$ cat src/design/bftr_pkg.sv
package bftr_pkg;

    localparam int SCREEN_WIDTH_DEF  = 480;
    localparam int SCREEN_HEIGHT_DEF = 320;
    localparam int GLYPH_WORDS_DEF   = 4096;
    localparam int CODE_SLOTS_DEF    = 256;

    localparam int CFG_IW = 3;
    localparam int CFG_DW = 9;

    localparam logic [2:0] REQ_BITMAP = 3'd0;
    localparam logic [2:0] REQ_WIDTH  = 3'd1;
    localparam logic [2:0] REQ_OFFSET = 3'd2;
    localparam logic [2:0] REQ_BEGIN  = 3'd3;
    localparam logic [2:0] REQ_CHAR   = 3'd4;

    localparam logic [7:0] NEWLINE_CODE = 8'd10;

    localparam logic [CFG_IW-1:0] CFG_FIRST_CODE   = 3'd0;
    localparam logic [CFG_IW-1:0] CFG_CODE_COUNT   = 3'd1;
    localparam logic [CFG_IW-1:0] CFG_GLYPH_HEIGHT = 3'd2;
    localparam logic [CFG_IW-1:0] CFG_FIXED_WIDTH  = 3'd3;
    localparam logic [CFG_IW-1:0] CFG_USE_WIDTH    = 3'd4;
    localparam logic [CFG_IW-1:0] CFG_USE_OFFSET   = 3'd5;

    localparam logic [7:0] FIRST_CODE_RST   = 8'd32;
    localparam logic [8:0] CODE_COUNT_RST   = 9'd95;
    localparam logic [4:0] GLYPH_HEIGHT_RST = 5'd16;
    localparam logic [4:0] FIXED_WIDTH_RST  = 5'd8;
    localparam logic [4:0] MAX_ROWS         = 5'd16;

    typedef enum logic [3:0] {
        S_IDLE  = 4'b0001,
        S_FETCH = 4'b0010,
        S_WRAP  = 4'b0100,
        S_ROWS  = 4'b1000
    } state_t;

    typedef struct packed {
        logic       accept;
        logic       fetch;
        logic       wrap_sub;
        logic       issue;
        logic [3:0] row;
        logic       advance;
    } ctrl_cmd_t;

    typedef struct packed {
        logic       char_draw;
        logic       base_high;
        logic       can_issue;
        logic [4:0] height;
    } dp_status_t;

    function automatic logic signed [11:0] sat_pos(input logic signed [12:0] v);
        logic signed [11:0] r;
        if (v > 13'sd2047)
            r = 12'sd2047;
        else
            r = v[11:0];
        return r;
    endfunction

endpackage

$ cat src/design/bftr_ctrl.sv
module bftr_ctrl
    import bftr_pkg::*;
(
    input  logic       clk,
    input  logic       rst_n,
    input  logic       in_valid,
    output logic       in_stall,
    input  dp_status_t status,
    output ctrl_cmd_t  cmd
);

    state_t     state_reg, state_next;
    logic [4:0] row_cnt_reg, row_cnt_next;

    always_comb
    begin
        state_next   = state_reg;
        row_cnt_next = row_cnt_reg;
        cmd          = '0;
        cmd.row      = row_cnt_reg[3:0];
        in_stall     = (state_reg != S_IDLE);
        case (state_reg)
            S_IDLE:
            begin
                cmd.accept = in_valid;
                if (in_valid && status.char_draw)
                    state_next = S_FETCH;
            end
            S_FETCH:
            begin
                cmd.fetch  = 1'b1;
                state_next = S_WRAP;
            end
            S_WRAP:
            begin
                if (status.base_high)
                    cmd.wrap_sub = 1'b1;
                else
                begin
                    state_next   = S_ROWS;
                    row_cnt_next = '0;
                end
            end
            S_ROWS:
            begin
                if (row_cnt_reg != status.height)
                begin
                    if (status.can_issue)
                    begin
                        cmd.issue    = 1'b1;
                        row_cnt_next = row_cnt_reg + 5'd1;
                    end
                end
                else if (status.can_issue)
                begin
                    cmd.advance = 1'b1;
                    state_next  = S_IDLE;
                end
            end
            default:
                state_next = S_IDLE;
        endcase
    end

    always_ff @(posedge clk or negedge rst_n)
    begin
        if (!rst_n)
        begin
            state_reg   <= S_IDLE;
            row_cnt_reg <= '0;
        end
        else
        begin
            state_reg   <= state_next;
            row_cnt_reg <= row_cnt_next;
        end
    end

endmodule

$ cat config.mk
export PLATFORM = sky130hd
export DESIGN_NAME = bftr_ctrl
export DESIGN_NICKNAME = d
export VERILOG_FILES = /design/src/design/bftr_pkg.sv /design/src/design/bftr_ctrl.sv
export SDC_FILE = /design/constraint.sdc
export NUM_CORES = 1
export LEC_CHECK = 0
export BUFFER_PORTS_ARGS = -buffer_cell sky130_fd_sc_hd__buf_2
export CORE_MARGIN = 1
export CORE_UTILIZATION = 50
export DETAILED_ROUTE_END_ITERATION = 12
export PLACE_DENSITY = 0.78
export SLEW_MARGIN = 20
export SYNTH_ARGS = -nofsm -noshare
export SYNTH_HDL_FRONTEND = slang
export SYNTH_SLANG_ARGS = --single-unit
$ cat constraint.sdc
create_clock -name clk -period 3.3 [get_ports clk]
set_input_delay 0.825 -clock clk [delete_from_list [all_inputs] [get_ports clk]]
set_output_delay 0.825 -clock clk [all_outputs]
set_load 0.02 [all_outputs]
=== Yosys cells after proc, flatten, opt, wreduce, memory -nomap -nowiden ===
Cells that the tools add are included.

* Register bits: 9

* Add/sub/neg operators: 1
* Eq/ne operators: 11
* Mux-type cells: 18
* Reduce and logical (&&, ||, !) cells: 4

{| class="wikitable"
|+ Operators with widths
! cell !! number
|-
| 4-bit 2-to-1 mux || 4
|-
| 4-bit case mux with 4 select lines || 1
|-
| 5-bit 2-to-1 mux || 3
|-
| 2-bit != test, second input constant || 5
|-
| 5-bit case mux with 2 select lines || 1
|-
| 1-bit 2-to-1 mux || 9
|-
| 4-bit AND reduction || 2
|-
| 5-bit by 1-bit adder with 5-bit output, second input constant || 1
|-
| 5-bit != test || 1
|-
| 4-bit by 1-bit equality test with 1-bit output, second input constant || 1
|-
| 4-bit by 2-bit equality test with 1-bit output, second input constant || 1
|-
| 4-bit by 3-bit equality test with 1-bit output, second input constant || 1
|-
| 4-bit equality test, second input constant || 1
|-
| 4-bit by 1-bit != test with 1-bit output, second input constant || 1
|-
| 2-bit nonzero test || 1
|-
| 1-bit logical AND || 1
|}

=== Logic depth before layout (Yosys ltp) ===
Gate-level depths: netlist of the first run.

* Word-level depth: 4
* Gate-level depth with buffers: 6

=== Worst setup path after synthesis of the first run ===
Ideal clock, no wire load.

* Path kind: in2out
* Start: in status[4] (netlist bit)
* End: out cmd[0] (netlist bit)
* Arrival: 1.527 ns
* Data required time: 2.475 ns
* Path slack: 0.948 ns
* Stages on the path: 4
* Path buffers: 0
* Path through: xnor2_1 > nand3_1 > nand3b_4 > nor2_1

{| class="wikitable"
|+ RTL lines
! element !! RTL line !! text
|-
| from (decl) || bftr_ctrl.sv:8 || <nowiki>input dp_status_t status,</nowiki>
|-
| to (decl) || bftr_ctrl.sv:9 || <nowiki>output ctrl_cmd_t cmd</nowiki>
|}

==> results of run 1 <==
-- layer usage --
layer  share of wire [%]  GRT usage [%]
met5                   0              0
met4                 1.7           10.7
met3                 6.4           6.98
met2                  43           30.5
met1                  49           28.9
-- synthesized netlist by cell type (2+ instances only) --
library cell  number  share of area [%]
xor2_1             2                2.7
nand3b_1           2                2.3
inv_1              2                1.2
nand2_1            3                1.7
dfrtp_1            8                 31
o31ai_1            2                2.3
nor2_1             6                3.5
o21ai_0            8                6.2
o21bai_1           2                2.3
xnor2_1            5                6.7
and2_1             2                1.9
nand3_1            5                3.8
buf_4              4                4.6
-- cell usage in the layout (no fill, tap or decap) --
cell | netlist | final
a221o_2 | 1 | 1
a21oi_2 | 1 | 1
nor2_1 | 6 | 6
ha_1 | 1 | 1
dfstp_2 | 1 | 1
nand3b_1 | 2 | 2
clkbuf_4 | 0 | 3
inv_1 | 2 | 2
or2_2 | 1 | 1
nor3_1 | 1 | 1
clkbuf_1 | 0 | 1
o2111ai_1 | 1 | 1
and2_1 | 2 | 2
nor3b_1 | 1 | 1
nand2_1 | 3 | 3
nand2b_1 | 1 | 1
or4b_4 | 1 | 1
nand3_1 | 5 | 5
xor2_1 | 2 | 2
nor4b_1 | 1 | 1
o31ai_1 | 2 | 2
dfrtp_1 | 8 | 8
nand3b_4 | 1 | 1
xnor2_1 | 5 | 5
o21bai_1 | 2 | 2
mux2_4 | 1 | 1
o21ai_0 | 8 | 8
a22o_1 | 1 | 1
buf_2 | 1 | 20
nand2b_4 | 1 | 1
nor4_1 | 1 | 1
-- per-stage QoR --
step	instances	worst slack, ns	util [%]	cell area [um^2]	total power [mW]
floorplan	69	0.948	-	651	0.423
finish	101	0.548	64.7	748	0.554
CTS	101	0.589	64.7	748	0.556
detailed placement	97	0.729	62.4	722	0.467
global route	101	0.373	64.7	748	0.601
global placement	97	0.741	62.4	722	0.464
-- layout make-up --
| cell class | count | share of cell area (%) |
|---|---|---|
| multi-input cells | 52 | 49.5 |
| flip-flops and latches | 9 | 30.3 |
| repair buffers | 20 | 13.4 |
| clock buffers | 4 | 3.51 |
| well taps | 14 | 2.34 |
| inverters | 2 | 1.00 |
-- kinds of logic (layout without fill, tap and decap cells) --
family / after synthesis / count (layout) / synth area share [%]
AND/OR/NAND/NOR: 27 / 27 / 26.7
XOR/XNOR: 7 / 7 / 9.42
AO/OA/AOI/OAI: 16 / 16 / 16.5
adder cells (fa/ha/maj): 1 / 1 / 1.92
buffers and inverters: 8 / 26 / 8.27
multiplexers: 1 / 1 / 2.31
flip-flops: 9 / 9 / 34.8
-- worst reg2reg max path, delay by kind of cell (launching register included) --
kind / cells / cell delay [ns]
and+or+nand+nor: 2 / 0.65
muxes: 1 / 0.30
DFF: 1 / 0.48
AOI/OAI and AO/OA: 1 / 0.31
-- worst min path at each step --
stage / cells after the start / start / to / slack, ns
final: 1 / rst_n / row_cnt_reg[3] / 0.40
after global routing: 1 / rst_n / state_reg[3] / 0.40
after CTS: 1 / rst_n / state_reg[3] / 0.40
after floorplan: 1 / row_cnt_reg[4] / row_cnt_reg[4] / 0.47
after global placement: 1 / row_cnt_reg[4] / row_cnt_reg[4] / 0.50
after detailed placement: 1 / row_cnt_reg[4] / row_cnt_reg[4] / 0.50
-- power groups by stage --
stage / Sequential (mW) / Clock (mW) / Combinational [mW]
floorplan: 0.173 / 0 / 0.250
global placement: 0.200 / 0 / 0.263
detailed placement: 0.202 / 0 / 0.265
CTS: 0.200 / 0.0891 / 0.267
global route: 0.211 / 0.0925 / 0.298
finish: 0.202 / 0.0854 / 0.267
==> results.json, run 1 <==
{
  "drv_slew": 0,
  "regToRegEndpoint": "state_reg[3]",
  "cp-startpoint": "state_reg[2]",
  "max_stage_delay_ns": 0.48,
  "pwr-share-clk_pct": 15.4,
  "drt_pre_antenna_iters": 4,
  "status": "complete, no violations",
  "rows": 12,
  "p_leak_nw": 0.369,
  "power_frac_seq_pct": 36.5,
  "grt_overflow": 0,
  "drcViolationCount": 0,
  "setup.worst_path.end": "cmd[5]",
  "critical_path_buf_inv_count": 2,
  "path_max_fanout": 9,
  "worstSetupStartpointType": "flop",
  "vdd_ir_drop_max_mv": 0.467,
  "p_comb_share_pct": 48.1,
  "yosysSeqAreaShare_pct": 34.8,
  "slowest_stage": "dfrtp_1",
  "syn_inst": 69,
  "core_area_mm2": 0.00116,
  "hpwl_um": 901,
  "postCtsSetupBuffers": 0,
  "io_pins": 21,
  "largest_register_ff_count": 5,
  "cellPowerDensity_mw_per_mm2": 741,
  "finalSetupViolCount": 0,
  "track_usage_pct": 21.5,
  "maxCapViolations": 0,
  "grt_max_degree": 11,
  "synth_edf_count": 0,
  "die_h_um": 38.1,
  "grt_pass1_wl_mm": 2.07,
  "cp.arrival_ns": 1.93,
  "cts_tree": "built",
  "initial_core_util_pct": 56.3,
  "post-route-min-period_ns": 2.75,
  "synth_ff_type": "dfrtp_1",
  "setup-tns-final_ns": 0,
  "reg2reg_slack_ns": 1.45,
  "clockRootBuffer": "clkbuf_4",
  "gp_routability_congestion": 0.821,
  "cts_buffers": 3,
  "wl_mm": 1.21,
  "power_switching_uw": 236,
  "dieArea_mm2": 0.00145,
  "fin_nets": 100,
  "worst_slew_pin_slew_ns": 0.565,
  "synth.distinct_cells": 31,
  "antenna_cells": 0,
  "cts_resized": 0,
  "multi_input_area_um2": 370,
  "critical-path-top-delay-family": "simple AND/OR/NAND/NOR gates",
  "area_growth_pct": 15.0,
  "cp-end-kind": "output pin",
  "regArea_um2": 226,
  "r2r-start": "state_reg[2]",
  "vias": 540,
  "hold_violations": 0,
  "required_ns": 2.47,
  "clk_latency_ns": 0.27,
  "antenna_found_initial": 0,
  "antenna_left": 0,
  "path_clk_slew_ns": 0.06,
  "vias_per_cell": 5.35,
  "grt_setup_unrepaired": "no",
  "syn_area_um2": 651,
  "wl_per_cell_um": 12.0,
  "cp_num_cells": 5,
  "internal_power_uw": 318,
  "fmaxAchievable_mhz": 363,
  "fillers": 106,
  "h-tree-depth": 1,
  "cts.sinks": 9,
  "syn-num-nets": 81,
  "swShare_pct": 42.6,
  "io_buffers": 20,
  "relSlewSlack_pct": 62.0,
  "ys_ff_latch": 9,
  "cts_buffer_depth": 2,
  "die_w_um": 38.1,
  "synthArstFlopShare_pct": 100,
  "synth-warning-count": 0,
  "drive_gt1_share_pct": 35.6,
  "period_share_pct": 83.4,
  "fin_worst_skew_ns": 0.0119,
  "grt_pass1_vias": 481,
  "hold_class": "in -> async",
  "cts_hold_buf": 0,
  "crit_chain": "nand2b_4 -> nor3_1 -> nand3_1 -> inv_1 -> buf_2",
  "dr.first_iter.drc_count": 3,
  "critical_path_class": "reg -> out",
  "rr_worst_depth": 4,
  "whs_ns": 0.395,
  "avgSynthCellArea_um2": 9.43
}
No activity file was read; power rests on OpenSTA's default activity.
==> run 2: changes to the inputs <==
ABC_AREA = 1   (was unset)
CORE_UTILIZATION = 44   (was 50)
PLACE_DENSITY = 0.72   (was 0.78)
clock period = 2.4 ns   (was 3.3 ns; I/O delays follow)
==> results.json, run 2 <==
{
  "vias": 685,
  "grt_setup_unrepaired": "no",
  "status": "complete, no violations",
  "track_usage_pct": 20.9,
  "fin_util_pct": 57.7,
  "synth_ff_type": "dfrtp_1",
  "drive_gt1_share_pct": 26.4,
  "post-route-min-period_ns": 2.16,
  "cts_tree": "built",
  "die_w_um": 41.1,
  "antenna_cells": 0,
  "drt_pre_antenna_iters": 4,
  "postCtsSetupBuffers": 0,
  "cp-end-kind": "output pin",
  "gp_routability_congestion": 0.828,
  "ys_ff_latch": 9,
  "relSlewSlack_pct": 67.7,
  "antenna_found_initial": 0,
  "cts_buffer_depth": 2,
  "syn-num-nets": 113,
  "die_h_um": 41.1,
  "fin_worst_skew_ns": 0.0121,
  "maxCapViolations": 0,
  "dieArea_mm2": 0.00169,
  "cts_resized": 0,
  "setup-tns-final_ns": 0,
  "place_inst": 132,
  "critical_path_class": "reg -> out",
  "synthTopCellsByCount": "29 x nand2_1, 16 x nor2_1, 15 x inv_1",
  "worst_slew_pin_slew_ns": 0.480,
  "grt_pass1_wl_mm": 2.28,
  "synth_top_area_share_pct": 29.7,
  "whs_ns": 0.167,
  "antenna_left": 0,
  "path_clk_slew_ns": 0.07,
  "largest_register_ff_count": 5,
  "yosysMostFrequentCell": "nand2_1",
  "io_pins": 21,
  "synthArstFlopShare_pct": 100,
  "vdd_ir_drop_max_mv": 0.548,
  "finalSetupViolCount": 0,
  "final_cell_mix": "29 x nand2_1, 20 x buf_2, 16 x nor2_1",
  "grt_overflow": 0,
  "cellPowerDensity_mw_per_mm2": 829,
  "worstSetupStartpointType": "flop",
  "vias_per_cell": 5.04,
  "hold_violations": 0,
  "initial_core_util_pct": 49.3,
  "yosysSeqAreaShare_pct": 33.6,
  "area_growth_pct": 17.1,
  "grt_max_degree": 10,
  "drcViolationCount": 0,
  "cp.arrival_ns": 1.56,
  "grt_pass1_vias": 565,
  "h-tree-depth": 1,
  "clockRootBuffer": "clkbuf_4",
  "core_area_mm2": 0.00137,
  "io_buffers": 20,
  "synth-warning-count": 0,
  "cts_buffers": 3,
  "layout_commonest_cell": "nand2_1",
  "period_share_pct": 90.0,
  "hpwl_mm": 1.16,
  "fmaxAchievable_mhz": 463,
  "synth.distinct_cells": 19,
  "dr.first_iter.drc_count": 18,
  "cts.sinks": 9,
  "syn_area_um2": 673,
  "wl_mm": 1.48,
  "fin_nets": 134,
  "p_leak_nw": 0.457,
  "path_max_fanout": 7,
  "required_ns": 1.80,
  "stdcell_count": 136,
  "cts_hold_buf": 0,
  "syn_inst": 101,
  "synth_edf_count": 0,
  "drv_slew": 0,
  "post-synth-top-area-cell": "dfrtp_1",
  "rows": 13,
  "wl_per_cell_um": 10.9,
  "avgSynthCellArea_um2": 6.66,
  "fillers": 151,
  "hold_class": "in -> async",
  "synthTopCellsByArea": "dfrtp_1 30%, nand2_1 16%, nor2_1 8.9%",
  "clk_latency_ns": 0.27
}
==> run 2: changes by cell type after synthesis, sizes merged, moves of 3 or more <==
| cell | delta |
|---|---|
| inv | +13 |
| nand2 | +28 |
| nand3 | +6 |
| nand3b | -3 |
| nor2 | +14 |
| o21ai | -7 |
| xnor2 | -3 |
==> run 2: logic make-up after synthesis <==
logic type | count (synthesis) | synth area share (%)
AO/OA/AOI/OAI | 2 | 1.49
XOR/XNOR | 4 | 5.21
adder cells (fa/ha/maj) | 1 | 1.86
buffers and inverters | 19 | 12.8
flip-flops | 9 | 33.6
AND/OR/NAND/NOR | 66 | 45.0
==> run 2: critical path, cell delays in order (launching register included) <==
cell     delay, ns
dfrtp_1       0.44
nor2_1        0.14
nor2_1        0.06
nor2_1        0.16
nand4_2       0.19
nor2_1        0.12
buf_2         0.17
==> run 2: per-layer routing <==
layer | vias up | global-route usage, % | wire, um
li1 | 345 | - | -
met1 | 314 | 25.4 | 649
met2 | 22 | 35.5 | 743
met3 | 4 | 4.89 | 68
met4 | 0 | 7.26 | 14
met5 | - | 0 | 0
==> run 2: through the flow <==
step | total power [mW] | instance area, um^2 | worst slack, ns
floorplan | 0.452 | 673 | 0.472
global placement | 0.520 | 762 | 0.314
detailed placement | 0.530 | 762 | 0.290
CTS | 0.656 | 788 | 0.226
global route | 0.711 | 788 | 0.0772
finish | 0.653 | 788 | 0.241
==> run 2: report_power, final <==
part	switching (mW)	total, mW	internal, mW
clock	0.0585	0.123	0.0641
combinational	0.205	0.307	0.102
sequential	0.0335	0.224	0.190
==> run 2: final timing paths <==
path	start	end	slack (ns)	depth (start not counted)
worst min register to register	row_cnt_reg[4]	row_cnt_reg[4]	0.54	2
max in group asynchronous	rst_n	state_reg[0]	1.99	1
worst max register to register	state_reg[0]	row_cnt_reg[2]	0.89	9
worst min-delay path	rst_n	row_cnt_reg[0]	0.17	1
min in group clk	row_cnt_reg[4]	row_cnt_reg[4]	0.54	2
worst max-delay path	row_cnt_reg[0]	cmd[0]	0.24	6
==> run 2: layout make-up <==
type	instances	area, um^2	share of cell area [%]
Multi-Input combinational cell	73	360	45.7
Timing Repair Buffer	20	100	12.7
Inverter	15	56.3	7.14
Clock buffer	4	26.3	3.33
Sequential cell	9	226	28.7
Tap cell	15	18.8	2.38
